--- src/hdl/order_status_table_macros.svh ---
// Assertion macros used by the order status table RTL.
`ifndef ORDER_STATUS_TABLE_MACROS_SVH
`define ORDER_STATUS_TABLE_MACROS_SVH

// Antecedent in this cycle implies consequent in the same cycle.
`define OST_ASSERT_IMP(lbl, clk, rst_n, ante, cons, msg) \
    lbl: assert property (@(posedge clk) disable iff (!rst_n) (ante) |-> (cons)) \
        else $error(msg);

// Antecedent in this cycle implies consequent in the next cycle.
`define OST_ASSERT_NEXT(lbl, clk, rst_n, ante, cons, msg) \
    lbl: assert property (@(posedge clk) disable iff (!rst_n) (ante) |=> (cons)) \
        else $error(msg);

`endif

--- src/hdl/ost_pkg.sv ---
// Types, codes and tables of the order status table.
`default_nettype none

package ost_pkg;

    localparam int TABLE_ENTRIES = 64;
    localparam int IDX_W         = $clog2(TABLE_ENTRIES);

    localparam int S_DATA_W = 152;
    localparam int M_DATA_W = 152;

    // Order status codes
    typedef enum logic [2:0] {
        STATUS_NEW        = 3'd0,
        STATUS_PENDING    = 3'd1,
        STATUS_ACCEPTED   = 3'd2,
        STATUS_PARTFILLED = 3'd3,
        STATUS_FILLED     = 3'd4,
        STATUS_CANCELED   = 3'd5,
        STATUS_REJECTED   = 3'd6,
        STATUS_EXPIRED    = 3'd7
    } status_t;

    // Request kinds
    localparam logic OP_NEW    = 1'b0;
    localparam logic OP_REPORT = 1'b1;

    // Execution report codes; the last code carries no meaning
    localparam logic [1:0] REP_ACCEPTED = 2'd0;
    localparam logic [1:0] REP_FILLED   = 2'd1;
    localparam logic [1:0] REP_REJECTED = 2'd2;
    localparam logic [1:0] REP_NONE     = 2'd3;

    // Result outcomes
    localparam logic [1:0] OUT_UPDATED = 2'd0;
    localparam logic [1:0] OUT_UNKNOWN = 2'd1;
    localparam logic [1:0] OUT_ILLEGAL = 2'd2;
    localparam logic [1:0] OUT_FULL    = 2'd3;

    // Sequencer states
    typedef enum logic [1:0] {
        SEQ_IDLE,
        SEQ_SCAN,
        SEQ_DRAIN,
        SEQ_FINISH
    } seq_state_t;

    // One table entry as stored in memory
    typedef struct packed {
        logic [31:0] key;
        status_t     status;
        logic [31:0] filled;
    } entry_t;

    // Legal status moves
    function automatic logic legal_move(status_t from_st, status_t to_st);
        logic ok;
        ok = 1'b0;
        case (from_st)
            STATUS_NEW:
                ok = (to_st == STATUS_PENDING) || (to_st == STATUS_ACCEPTED) ||
                     (to_st == STATUS_REJECTED);
            STATUS_PENDING:
                ok = (to_st == STATUS_ACCEPTED) || (to_st == STATUS_REJECTED);
            STATUS_ACCEPTED:
                ok = (to_st == STATUS_PARTFILLED) || (to_st == STATUS_FILLED) ||
                     (to_st == STATUS_CANCELED) || (to_st == STATUS_REJECTED);
            STATUS_PARTFILLED:
                ok = (to_st == STATUS_PARTFILLED) || (to_st == STATUS_FILLED) ||
                     (to_st == STATUS_CANCELED);
            default:
                ok = 1'b0;
        endcase
        return ok;
    endfunction

    // Report code to order status; the meaningless code maps to STATUS_NEW
    function automatic status_t report_status(logic [1:0] rep);
        status_t st;
        case (rep)
            REP_ACCEPTED: st = STATUS_ACCEPTED;
            REP_FILLED:   st = STATUS_FILLED;
            REP_REJECTED: st = STATUS_REJECTED;
            default:      st = STATUS_NEW;
        endcase
        return st;
    endfunction

endpackage

`default_nettype wire

--- src/hdl/order_status_table.sv ---
// Top level of the order status table: lookup scan, update and result register.
//
//  channel  | dir | tdata                                   | tuser
//  s_axis   | in  | order_key, initial_status, exec_status, | opcode
//           |     | fill_quantity, event_time, sequence_no. |
//  m_axis   | out | order_key_out, new_status, prior_status,| outcome
//           |     | filled_amount, time_out, sequence_out   |
//
// One request is handled at a time, from accept through the update step:
// the entry memory is scanned one entry per cycle through its single read port.
// Reset clears the valid bits at once; no clearing pass is needed.
// A finished result waits in the output register; the next request is taken
// meanwhile, and only the final update step waits for that register to free.
`default_nettype none

`include "order_status_table_macros.svh"

module order_status_table (
    input  wire logic        clk,
    input  wire logic        rst_n,
    input  wire logic        s_axis_tvalid,
    output logic             s_axis_tready,
    // [31:0] order_key, [34:32] initial_status, [36:35] exec_status,
    // [68:37] fill_quantity, [116:69] event_time, [148:117] sequence_number
    input  wire logic [ost_pkg::S_DATA_W-1:0] s_axis_tdata,
    // [0] opcode
    input  wire logic        s_axis_tuser,
    output logic             m_axis_tvalid,
    input  wire logic        m_axis_tready,
    // [31:0] order_key_out, [34:32] new_status, [37:35] prior_status,
    // [69:38] filled_amount, [117:70] time_out, [149:118] sequence_out
    output logic [ost_pkg::M_DATA_W-1:0] m_axis_tdata,
    // [1:0] outcome
    output logic [1:0]       m_axis_tuser
);

    localparam int IW = ost_pkg::IDX_W;
    localparam logic [IW-1:0] LAST_IDX = IW'(ost_pkg::TABLE_ENTRIES - 1);

    // Request registers
    logic        op_reg;
    logic [31:0] id_reg;
    logic [2:0]  init_reg;
    logic [1:0]  exec_reg;
    logic [31:0] qty_reg;
    logic [47:0] time_reg;
    logic [31:0] seq_reg;

    // Control registers
    ost_pkg::seq_state_t state_reg, state_next;
    logic [IW-1:0] scan_idx_reg, scan_idx_next;
    logic          cmp_vld_reg, cmp_vld_next;
    logic [IW-1:0] cmp_idx_reg;
    logic          hit_reg, free_reg;
    logic [IW-1:0] hit_idx_reg, free_idx_reg;
    ost_pkg::status_t hit_status_reg;
    logic [31:0]   hit_filled_reg;
    logic [ost_pkg::TABLE_ENTRIES-1:0] valid_reg;
    logic          out_valid_reg;
    logic [ost_pkg::M_DATA_W-1:0] out_data_reg;
    logic [1:0]    out_user_reg;

    // Memory port
    ost_pkg::entry_t rd_entry, wr_entry;
    logic [IW-1:0]   wr_idx;
    logic            ram_we;

    // Final-step results
    logic             slot_ok;
    logic [1:0]       res_outcome;
    ost_pkg::status_t res_new, res_prior, rep_st;
    logic [31:0]      res_filled;
    logic             res_store, res_free, out_free, finish_go;

    logic in_accept;

    assign in_accept     = s_axis_tvalid && s_axis_tready;
    assign s_axis_tready = (state_reg == ost_pkg::SEQ_IDLE);
    assign m_axis_tvalid = out_valid_reg;
    assign m_axis_tdata  = out_data_reg;
    assign m_axis_tuser  = out_user_reg;
    assign out_free      = !out_valid_reg || m_axis_tready;
    assign finish_go     = (state_reg == ost_pkg::SEQ_FINISH) && out_free;

    ost_ram #(
        .WIDTH ($bits(ost_pkg::entry_t)),
        .DEPTH (ost_pkg::TABLE_ENTRIES)
    ) u_entries (
        .clk   (clk),
        .we    (ram_we),
        .waddr (wr_idx),
        .wdata (wr_entry),
        .raddr (scan_idx_reg),
        .rdata (rd_entry)
    );

    // Sequencer: scan addresses, drain the compare stage, then update
    always_comb
    begin
        state_next    = state_reg;
        scan_idx_next = scan_idx_reg;
        cmp_vld_next  = 1'b0;
        case (state_reg)
            ost_pkg::SEQ_IDLE:
            begin
                scan_idx_next = '0;
                if (in_accept)
                begin
                    state_next = ost_pkg::SEQ_SCAN;
                end
            end
            ost_pkg::SEQ_SCAN:
            begin
                cmp_vld_next = 1'b1;
                if (scan_idx_reg == LAST_IDX)
                begin
                    state_next = ost_pkg::SEQ_DRAIN;
                end
                else
                begin
                    scan_idx_next = scan_idx_reg + 1'b1;
                end
            end
            ost_pkg::SEQ_DRAIN:
            begin
                state_next = ost_pkg::SEQ_FINISH;
            end
            ost_pkg::SEQ_FINISH:
            begin
                if (out_free)
                begin
                    state_next = ost_pkg::SEQ_IDLE;
                end
            end
            default:
            begin
                state_next = ost_pkg::SEQ_IDLE;
            end
        endcase
    end

    // Decide the update from the scan results
    always_comb
    begin
        rep_st      = ost_pkg::report_status(exec_reg);
        res_outcome = ost_pkg::OUT_UPDATED;
        res_new     = ost_pkg::STATUS_NEW;
        res_prior   = ost_pkg::STATUS_NEW;
        res_filled  = '0;
        res_store   = 1'b0;
        res_free    = 1'b0;
        slot_ok     = hit_reg || free_reg;
        wr_idx      = hit_reg ? hit_idx_reg : free_idx_reg;
        if (op_reg == ost_pkg::OP_NEW)
        begin
            if (slot_ok)
            begin
                res_new    = ost_pkg::status_t'(init_reg);
                res_filled = qty_reg;
                res_store  = 1'b1;
            end
            else
            begin
                res_outcome = ost_pkg::OUT_FULL;
            end
        end
        else if (!hit_reg)
        begin
            res_outcome = ost_pkg::OUT_UNKNOWN;
        end
        else
        begin
            res_prior = hit_status_reg;
            if (exec_reg == ost_pkg::REP_NONE ||
                !ost_pkg::legal_move(hit_status_reg, rep_st))
            begin
                res_outcome = ost_pkg::OUT_ILLEGAL;
                res_new     = hit_status_reg;
                res_filled  = hit_filled_reg;
            end
            else
            begin
                res_new    = rep_st;
                res_filled = (rep_st == ost_pkg::STATUS_FILLED) ? qty_reg : hit_filled_reg;
                res_store  = 1'b1;
                res_free   = (rep_st >= ost_pkg::STATUS_FILLED);
            end
        end
        wr_entry.key    = id_reg;
        wr_entry.status = res_new;
        wr_entry.filled = res_filled;
        ram_we          = finish_go && res_store;
    end

    // Control state
    always_ff @(posedge clk or negedge rst_n)
    begin
        if (!rst_n)
        begin
            state_reg     <= ost_pkg::SEQ_IDLE;
            scan_idx_reg  <= '0;
            cmp_vld_reg   <= 1'b0;
            hit_reg       <= 1'b0;
            free_reg      <= 1'b0;
            valid_reg     <= '0;
            out_valid_reg <= 1'b0;
        end
        else
        begin
            state_reg    <= state_next;
            scan_idx_reg <= scan_idx_next;
            cmp_vld_reg  <= cmp_vld_next;
            if (in_accept)
            begin
                hit_reg  <= 1'b0;
                free_reg <= 1'b0;
            end
            else if (cmp_vld_reg)
            begin
                if (valid_reg[cmp_idx_reg] && rd_entry.key == id_reg)
                begin
                    hit_reg <= 1'b1;
                end
                if (!valid_reg[cmp_idx_reg])
                begin
                    free_reg <= 1'b1;
                end
            end
            if (ram_we)
            begin
                valid_reg[wr_idx] <= !res_free;
            end
            if (finish_go)
            begin
                out_valid_reg <= 1'b1;
            end
            else if (m_axis_tready)
            begin
                out_valid_reg <= 1'b0;
            end
        end
    end

    // Request capture, compare stage and result payload
    always_ff @(posedge clk)
    begin
        cmp_idx_reg <= scan_idx_reg;
        if (in_accept)
        begin
            op_reg   <= s_axis_tuser;
            id_reg   <= s_axis_tdata[31:0];
            init_reg <= s_axis_tdata[34:32];
            exec_reg <= s_axis_tdata[36:35];
            qty_reg  <= s_axis_tdata[68:37];
            time_reg <= s_axis_tdata[116:69];
            seq_reg  <= s_axis_tdata[148:117];
        end
        if (cmp_vld_reg)
        begin
            if (valid_reg[cmp_idx_reg] && rd_entry.key == id_reg && !hit_reg)
            begin
                hit_idx_reg    <= cmp_idx_reg;
                hit_status_reg <= rd_entry.status;
                hit_filled_reg <= rd_entry.filled;
            end
            if (!valid_reg[cmp_idx_reg] && !free_reg)
            begin
                free_idx_reg <= cmp_idx_reg;
            end
        end
        if (finish_go)
        begin
            out_user_reg <= res_outcome;
            out_data_reg <= {2'b00, seq_reg, time_reg, res_filled,
                             res_prior, res_new, id_reg};
        end
    end

    // Checks
    `OST_ASSERT_IMP(a_write_in_finish, clk, rst_n, ram_we,
        state_reg == ost_pkg::SEQ_FINISH, "entry write outside the update step")
    `OST_ASSERT_IMP(a_compare_in_scan, clk, rst_n, cmp_vld_reg,
        state_reg == ost_pkg::SEQ_SCAN || state_reg == ost_pkg::SEQ_DRAIN,
        "compare stage active outside the scan")
    `OST_ASSERT_NEXT(a_finish_loads_out, clk, rst_n, finish_go,
        out_valid_reg && state_reg == ost_pkg::SEQ_IDLE,
        "update step did not load the result register")
    `OST_ASSERT_IMP(a_unknown_zero, clk, rst_n,
        out_valid_reg && out_user_reg == ost_pkg::OUT_UNKNOWN,
        out_data_reg[69:32] == '0, "unknown order result carries nonzero fields")

endmodule

`default_nettype wire

--- src/hdl/ost_ram.sv ---
// Generic single-write, single-read RAM with registered read data.
`default_nettype none

module ost_ram #(
    parameter int WIDTH = 8,
    parameter int DEPTH = 16
) (
    input  wire logic                     clk,
    input  wire logic                     we,
    input  wire logic [$clog2(DEPTH)-1:0] waddr,
    input  wire logic [WIDTH-1:0]         wdata,
    input  wire logic [$clog2(DEPTH)-1:0] raddr,
    output logic      [WIDTH-1:0]         rdata
);

    logic [WIDTH-1:0] mem [DEPTH];

    always_ff @(posedge clk)
    begin
        if (we)
        begin
            mem[waddr] <= wdata;
        end
        rdata <= mem[raddr];
    end

endmodule

`default_nettype wire
--- config.mk ---
export PLATFORM = sky130hd
export DESIGN_NAME = order_status_table
export DESIGN_NICKNAME = d
export VERILOG_FILES = /design/src/hdl/ost_pkg.sv /design/src/hdl/order_status_table.sv /design/src/hdl/ost_ram.sv
export VERILOG_INCLUDE_DIRS = /design/src /design/src/hdl
export SDC_FILE = /design/constraint.sdc
export NUM_CORES = 2
export LEC_CHECK = 0
export BUFFER_PORTS_ARGS = -buffer_cell sky130_fd_sc_hd__buf_2
export CORE_ASPECT_RATIO = 0.7
export CORE_UTILIZATION = 55
export CTS_CLUSTER_DIAMETER = 200
export DETAILED_ROUTE_END_ITERATION = 10
export GPL_TIMING_DRIVEN = 0
export PLACE_DENSITY = 0.72
export SLEW_MARGIN = 20
export SYNTH_ARGS = -nofsm -noshare
export SYNTH_HDL_FRONTEND = slang
export SYNTH_HIERARCHICAL = 1
export SYNTH_MEMORY_MAX_BITS = 65536
export SYNTH_SLANG_ARGS = --single-unit
export TNS_END_PERCENT = 100
--- constraint.sdc ---
create_clock -name clk -period 10.37 [get_ports clk]
set_input_delay 0.5185 -clock clk [delete_from_list [all_inputs] [get_ports clk]]
set_output_delay 0.5185 -clock clk [all_outputs]
set_load 0.005 [all_outputs]
* Word-level counts from Yosys, hierarchy flattened *
Memories as Yosys holds them, arrays and structs flattened. A register that Yosys moved wholly into a read port is not among the register bits.
Index checks and enable logic that the tools add are counted.

storage, ports and cells
  memories kept = 1
  input bits = 157
  bits in writable memories = 4288
  register bits = 431

memory list
  name           words  bits a word  read ports  clocked after Yosys merged registers in  wr ports  line           source
  u_entries.mem  64     67           1           1                                        1         ost_ram.sv:16  logic [WIDTH-1:0] mem [DEPTH];

operators by class
  muxes and demuxes = 47
  reductions and logical operators = 36
  magnitude comparators = 4
  $add $sub $neg = 1
  eq/ne operators = 22

operators with widths
  operator               count
  $mux W32               5
  $bwmux W64             1
  $eq A32 B32 Y1         1
  $mux W1                22
  $lt A6 B7 Y1 const B   2
  $mux W2                7
  $eq A3 B2 Y1 const B   4
  $mux W3                4
  $mux W6                2
  $pmux W6 S2            1
  $reduce_and A2 Y1      6
  $eq A3 B3 Y1 const B   3
  $logic_or A1 B1 Y1     9
  $pmux W3 S3            1
  $eq A2 B2 Y1 const B   4
  $ne A2 B2 Y1 const B   4
  $pmux W2 S4            1
  $reduce_bool A2 Y1     4
  $logic_and A1 B1 Y1    7
  $add A6 B1 Y6 const B  1
  $bmux W1 S6            1
  $demux W1 S6           1
  $eq A3 B1 Y1 const B   2
  $eq A6 B6 Y1 const B   1
  other kinds (9)        16

* Depth between registers and ports, before layout *
  depth in word-level cells = 17
  depth in mapped cells = 9
  gate-level depth less buffers = 8

* Modules after synthesis *
The synthesis kept the hierarchy.

modules (own cells, without submodules)
  module              times used  cells each  area an instance (sq um)  seq. area each (sq um)
  ost_ram             1           7102        163947.2                  130104.8
  order_status_table  1           830         15730.1                   12502.0

* Least setup slack after synthesis *
No wires, ideal clock.

  path kind = reg2reg
  start point = register exec_reg[0]
  end point = memory u_entries/mem[48][0] (netlist bit) (enable)
  slack = 3212 ps
  required time = 9796 ps
  arrival = 6584 ps
  cell stages (with the launch flop) = 9
  buffers on the path = 1
  library setup time = 574 ps
  period minus slack after synthesis = 7158 ps
  path through = edfxtp_1 -> inv_1 -> ha_1 -> mux2i_1 -> a2111o_1 -> buf_6 -> a21oi_1 -> nand4b_1 -> nor3_1

between the ends
  longest elaborated chain between the ends = 17
  elaborated cells between the ends (all ways) = 28

ends and longest elaborated chain
  element                                       line                          source
  start, declared                               order_status_table.sv:44      logic [1:0] exec_reg;
  start signal, assigned                        order_status_table.sv:253     exec_reg <= s_axis_tdata[36:35];
  $eq A2 B2 Y1, or another cell as far along    ost_pkg.sv:80                 case (rep)
  $pmux W3 S3                                   ost_pkg.sv:80
  $eq A3 B2 Y1 or $eq A3 B3 Y1 (tied branches)  ost_pkg.sv:66, ost_pkg.sv:69
  $logic_or A1 B1 Y1 (2 in series)              ost_pkg.sv:66, ost_pkg.sv:69
  $logic_or A1 B1 Y1                            ost_pkg.sv:67                 (to_st == STATUS_CANCELED) || (to_st == STATUS_REJECTED);
  $pmux W1 S4                                   ost_pkg.sv:59                 case (from_st)
  $mux W1                                       order_status_table.sv:167     else if (!hit_reg)
  $mux W1                                       order_status_table.sv:154     if (op_reg == ost_pkg::OP_NEW)
  $logic_not A1 Y1                              order_status_table.sv:175     !ost_pkg::legal_move(hit_status_reg, rep_st))
  $logic_or A1 B1 Y1 *                          order_status_table.sv:174     if (exec_reg == ost_pkg::REP_NONE ||
  $mux W1 *                                     order_status_table.sv:174
  $mux W1 *                                     order_status_table.sv:167
  $mux W1 *                                     order_status_table.sv:154
  $logic_and A1 B1 Y1 *                         order_status_table.sv:192     ram_we = finish_go && res_store;
  net ram_we                                    order_status_table.sv:66      logic ram_we;
  $mux W1 *                                     ost_ram.sv:20                 if (we)
  $mux W1 (implied by the code) *               ost_ram.sv:22                 mem[waddr] <= wdata;
  end, declared                                 ost_ram.sv:16

Mark *: on every way through the listed nets, which the timed path passes. The rest lies on a longest branch. The select of a mux whose other input is x is not followed.

* Worst setup path in the final report *
  start point = register exec_reg[0]
  end point = memory u_entries/mem[21][53] (netlist bit) (enable)

The elaborated chain is that of the path after synthesis.

==> results_dict.tcl <==
set metrics [dict create \
    area_growth_pct 18.0 \
    die_w_um 685 \
    cap_violations 0 \
    vias 98282 \
    maxSlewViolCount 0 \
    postCtsResizedCells 0 \
    antenna_found_initial 52 \
    critPathCaptureType "register" \
    core_mm2 0.325 \
    skew_ns 0.0811 \
    via_per_inst 7.02 \
    grt_pass1_wl_mm 753 \
    cts_tree "done" \
    worstPathArrival_ns 6.32 \
    synth-adder-area-share 0.000627 \
    dr.first_iter.drc_count 18830 \
    synth_compound_area_frac 0.0197 \
    ant_nets 0 \
    synth_edf_count 4637 \
    setup_violations 0 \
    path_max_fanout 18 \
    die_area_mm2 0.329 \
    synth.area.top_cells "edfxtp_1, mux4_2, dfrtp_1" \
    nets 9418 \
    muxShareOfSynthArea 0.149 \
    netlist_area_mm2 0.180 \
    maxSlewHeadroom 0.166 \
    syn_area_per_cell_um2 22.7 \
    n_fill_cell 20092 \
    synth_seq_cells 4786 \
    final_cells 14000 \
    synthXorXnorAreaFrac 0.00161 \
    timing.fmax_mhz 176 \
    wl_per_cell_um 39.4 \
    ys_warn_count 6 \
    synth-simple-area-share 0.0230 \
    ys.flop_type "edfxtp_1" \
    grt_setup_unrepaired "no" \
    hpwlAfterDp_mm 369 \
    cts.clk_slew.worst_paths_ns 0.07 \
    drive_gt1_frac 0.295 \
    async_reset_ff_frac 0.0159 \
    ios 313 \
    cts_setup_buffers 0 \
    p_per_area_mw_per_mm2 246 \
    max_flop_register "u_entries/mem" \
    min-delay-path-class "primary input to async pin" \
    synth.most_common_cell "edfxtp_1" \
    start_util 0.553 \
    cts-htree-levels 5 \
    route.detailed.drc 12 \
    outcome "finished with violations" \
    place_area_mm2 0.196 \
    portBuffers 307 \
    critPathLaunchType "register" \
    synth_top_family_by_area "multiplexers" \
    gp_congestion 0.883 \
    largest_reg_flops 4288 \
    hold_slack_ns 0.0726 \
    fin_crit_sh 0.548 \
    seq_area_frac_synth 0.794 \
    yosysTopAreaCell "edfxtp_1" \
    tns_ns 0 \
    final-hold-violation-count 0 \
    tightest_slew_ns 1.25 \
    dp_cells 13001 \
    cts_made_buffers 432 \
    cts.path.max_buffers 4 \
    synthTopCellsByCount "edfxtp_1, mux4_2, nand2_1" \
    synth_cell_types 60 \
    leakage_nw 67.3 \
    grt_max_degree 87 \
    synth_top_area_frac 0.775 \
    synthCells 7932 \
    clkLatencyLatePin_ns 0.99 \
    reg2reg_depth 11 \
    clock_sinks 4786 \
    die_height_um 480 \
    worstPathRequired_ns 11.01 \
    rows 175 \
    timing_worst_setup_path_type "register to register" \
    grt_pass1_vias 94546 \
    peakVddDrop_mv 0.171 \
    violations "DRC" \
    final_area_mm2 0.212 \
    grt.total_usage 0.334 \
    cts_root_buf "clkbuf_16" \
    firstDrtPassIters 10 \
    wl_mm 551 \
    rrSetupSlack_ns 4.68 \
    p_total_mw 52.1 \
    period_minus_slack_ns 5.69 \
    gr-total-overflow 0 \
]
[power breakdown]
group          total (mW)  internal [mW]  leakage, nW  switching [mW]
Clock                16.1           8.95         6.86            7.13
Sequential           22.9           22.6         43.8           0.326
Combinational        13.1           4.73         16.6            8.37
[stage by stage]
step | utilization | setup WS, ns
after CTS | 0.652 | 5.01
after global routing | 0.652 | 4.73
after detailed placement | 0.604 | 5.06
after global placement | 0.574 | -4.12
after floorplan | - | 3.21
final | 0.652 | 4.68
[kinds of logic (layout without fill, tap and decap cells)]
group,count (synthesis),count (layout)
compound gates,463,463
xor+xnor,33,33
fa+ha+maj,9,9
buf+inv,467,2150
flops,4786,4786
mux,1311,1311
other cells,1,50
simple gates,862,862
[placed cells by master, fill, tap and decap left out, types with 52 or more instances in the layout]
cell type / instances
a22oi_1: 134
buf_12: 165
buf_16: 149
buf_2: 483
buf_4: 65
buf_8: 78
clkbuf_1: 250
clkbuf_16: 438
clkinv_1: 105
clkinv_2: 77
dfrtp_1: 76
dfxtp_1: 73
dlygate4sd3_1: 153
edfxtp_1: 4637
mux2_1: 59
mux2i_1: 156
mux4_2: 1088
nand2_1: 281
nand3_1: 193
nand4_1: 92
nor2_1: 70
nor2_4: 63
o21ai_0: 52
o22ai_1: 85
[path summary, 6_finish.rpt]
path,end,startpoint
max,u_entries/mem[21][53],exec_reg[0]
min,state_reg[0],rst_n
max reg2reg,u_entries/mem[21][53],exec_reg[0]
min reg2reg,hit_filled_reg[3],u_entries/rdata[3]
max in group asynchronous,valid_reg[9],rst_n
min in group clk,seq_reg[10],s_axis_tdata[127]
[final cells by class]
| cell class | instances | area, µm² | area share |
|---|---|---|---|
| tap | 4336 | 5430 | 0.0256 |
| clock buffer | 537 | 11500 | 0.0541 |
| buffer | 429 | 2050 | 0.00968 |
| timing repair buffer | 885 | 11900 | 0.0563 |
| multi-input combinational | 2680 | 35600 | 0.168 |
| inverter | 38 | 150 | 0.000708 |
| antenna | 48 | 120 | 0.000567 |
| sequential | 4786 | 143000 | 0.673 |
| clock inverter | 261 | 2550 | 0.0120 |
[metal layers]
layer	routed length (µm)	track usage	vias to the layer above
met5	583	0.00503	-
met3	102000	0.148	1670
met4	30300	0.152	44
li1	-	-	36291
met2	228000	0.453	9630
met1	191000	0.468	50647
[critical path: stages, from the launching register on]
cell,delay (ns)
edfxtp_1,0.41
inv_1,0.09
ha_1,0.32
mux2i_1,0.11
a2111o_1,0.50
buf_6,0.20
a21oi_1,0.94
nand3_1,1.02
nor2_4,1.07
buf_16,0.27
buf_16,0.18
buf_16,0.19
[what timing repair did]
| action | in CTS | in global routing |
|---|---|---|
| endpoints found under the setup margin | 0 | 0 |
| endpoints found under the hold margin | 228 | 0 |
| hold buffers | 153 | 0 |
(Power assumes the default switching activity.)
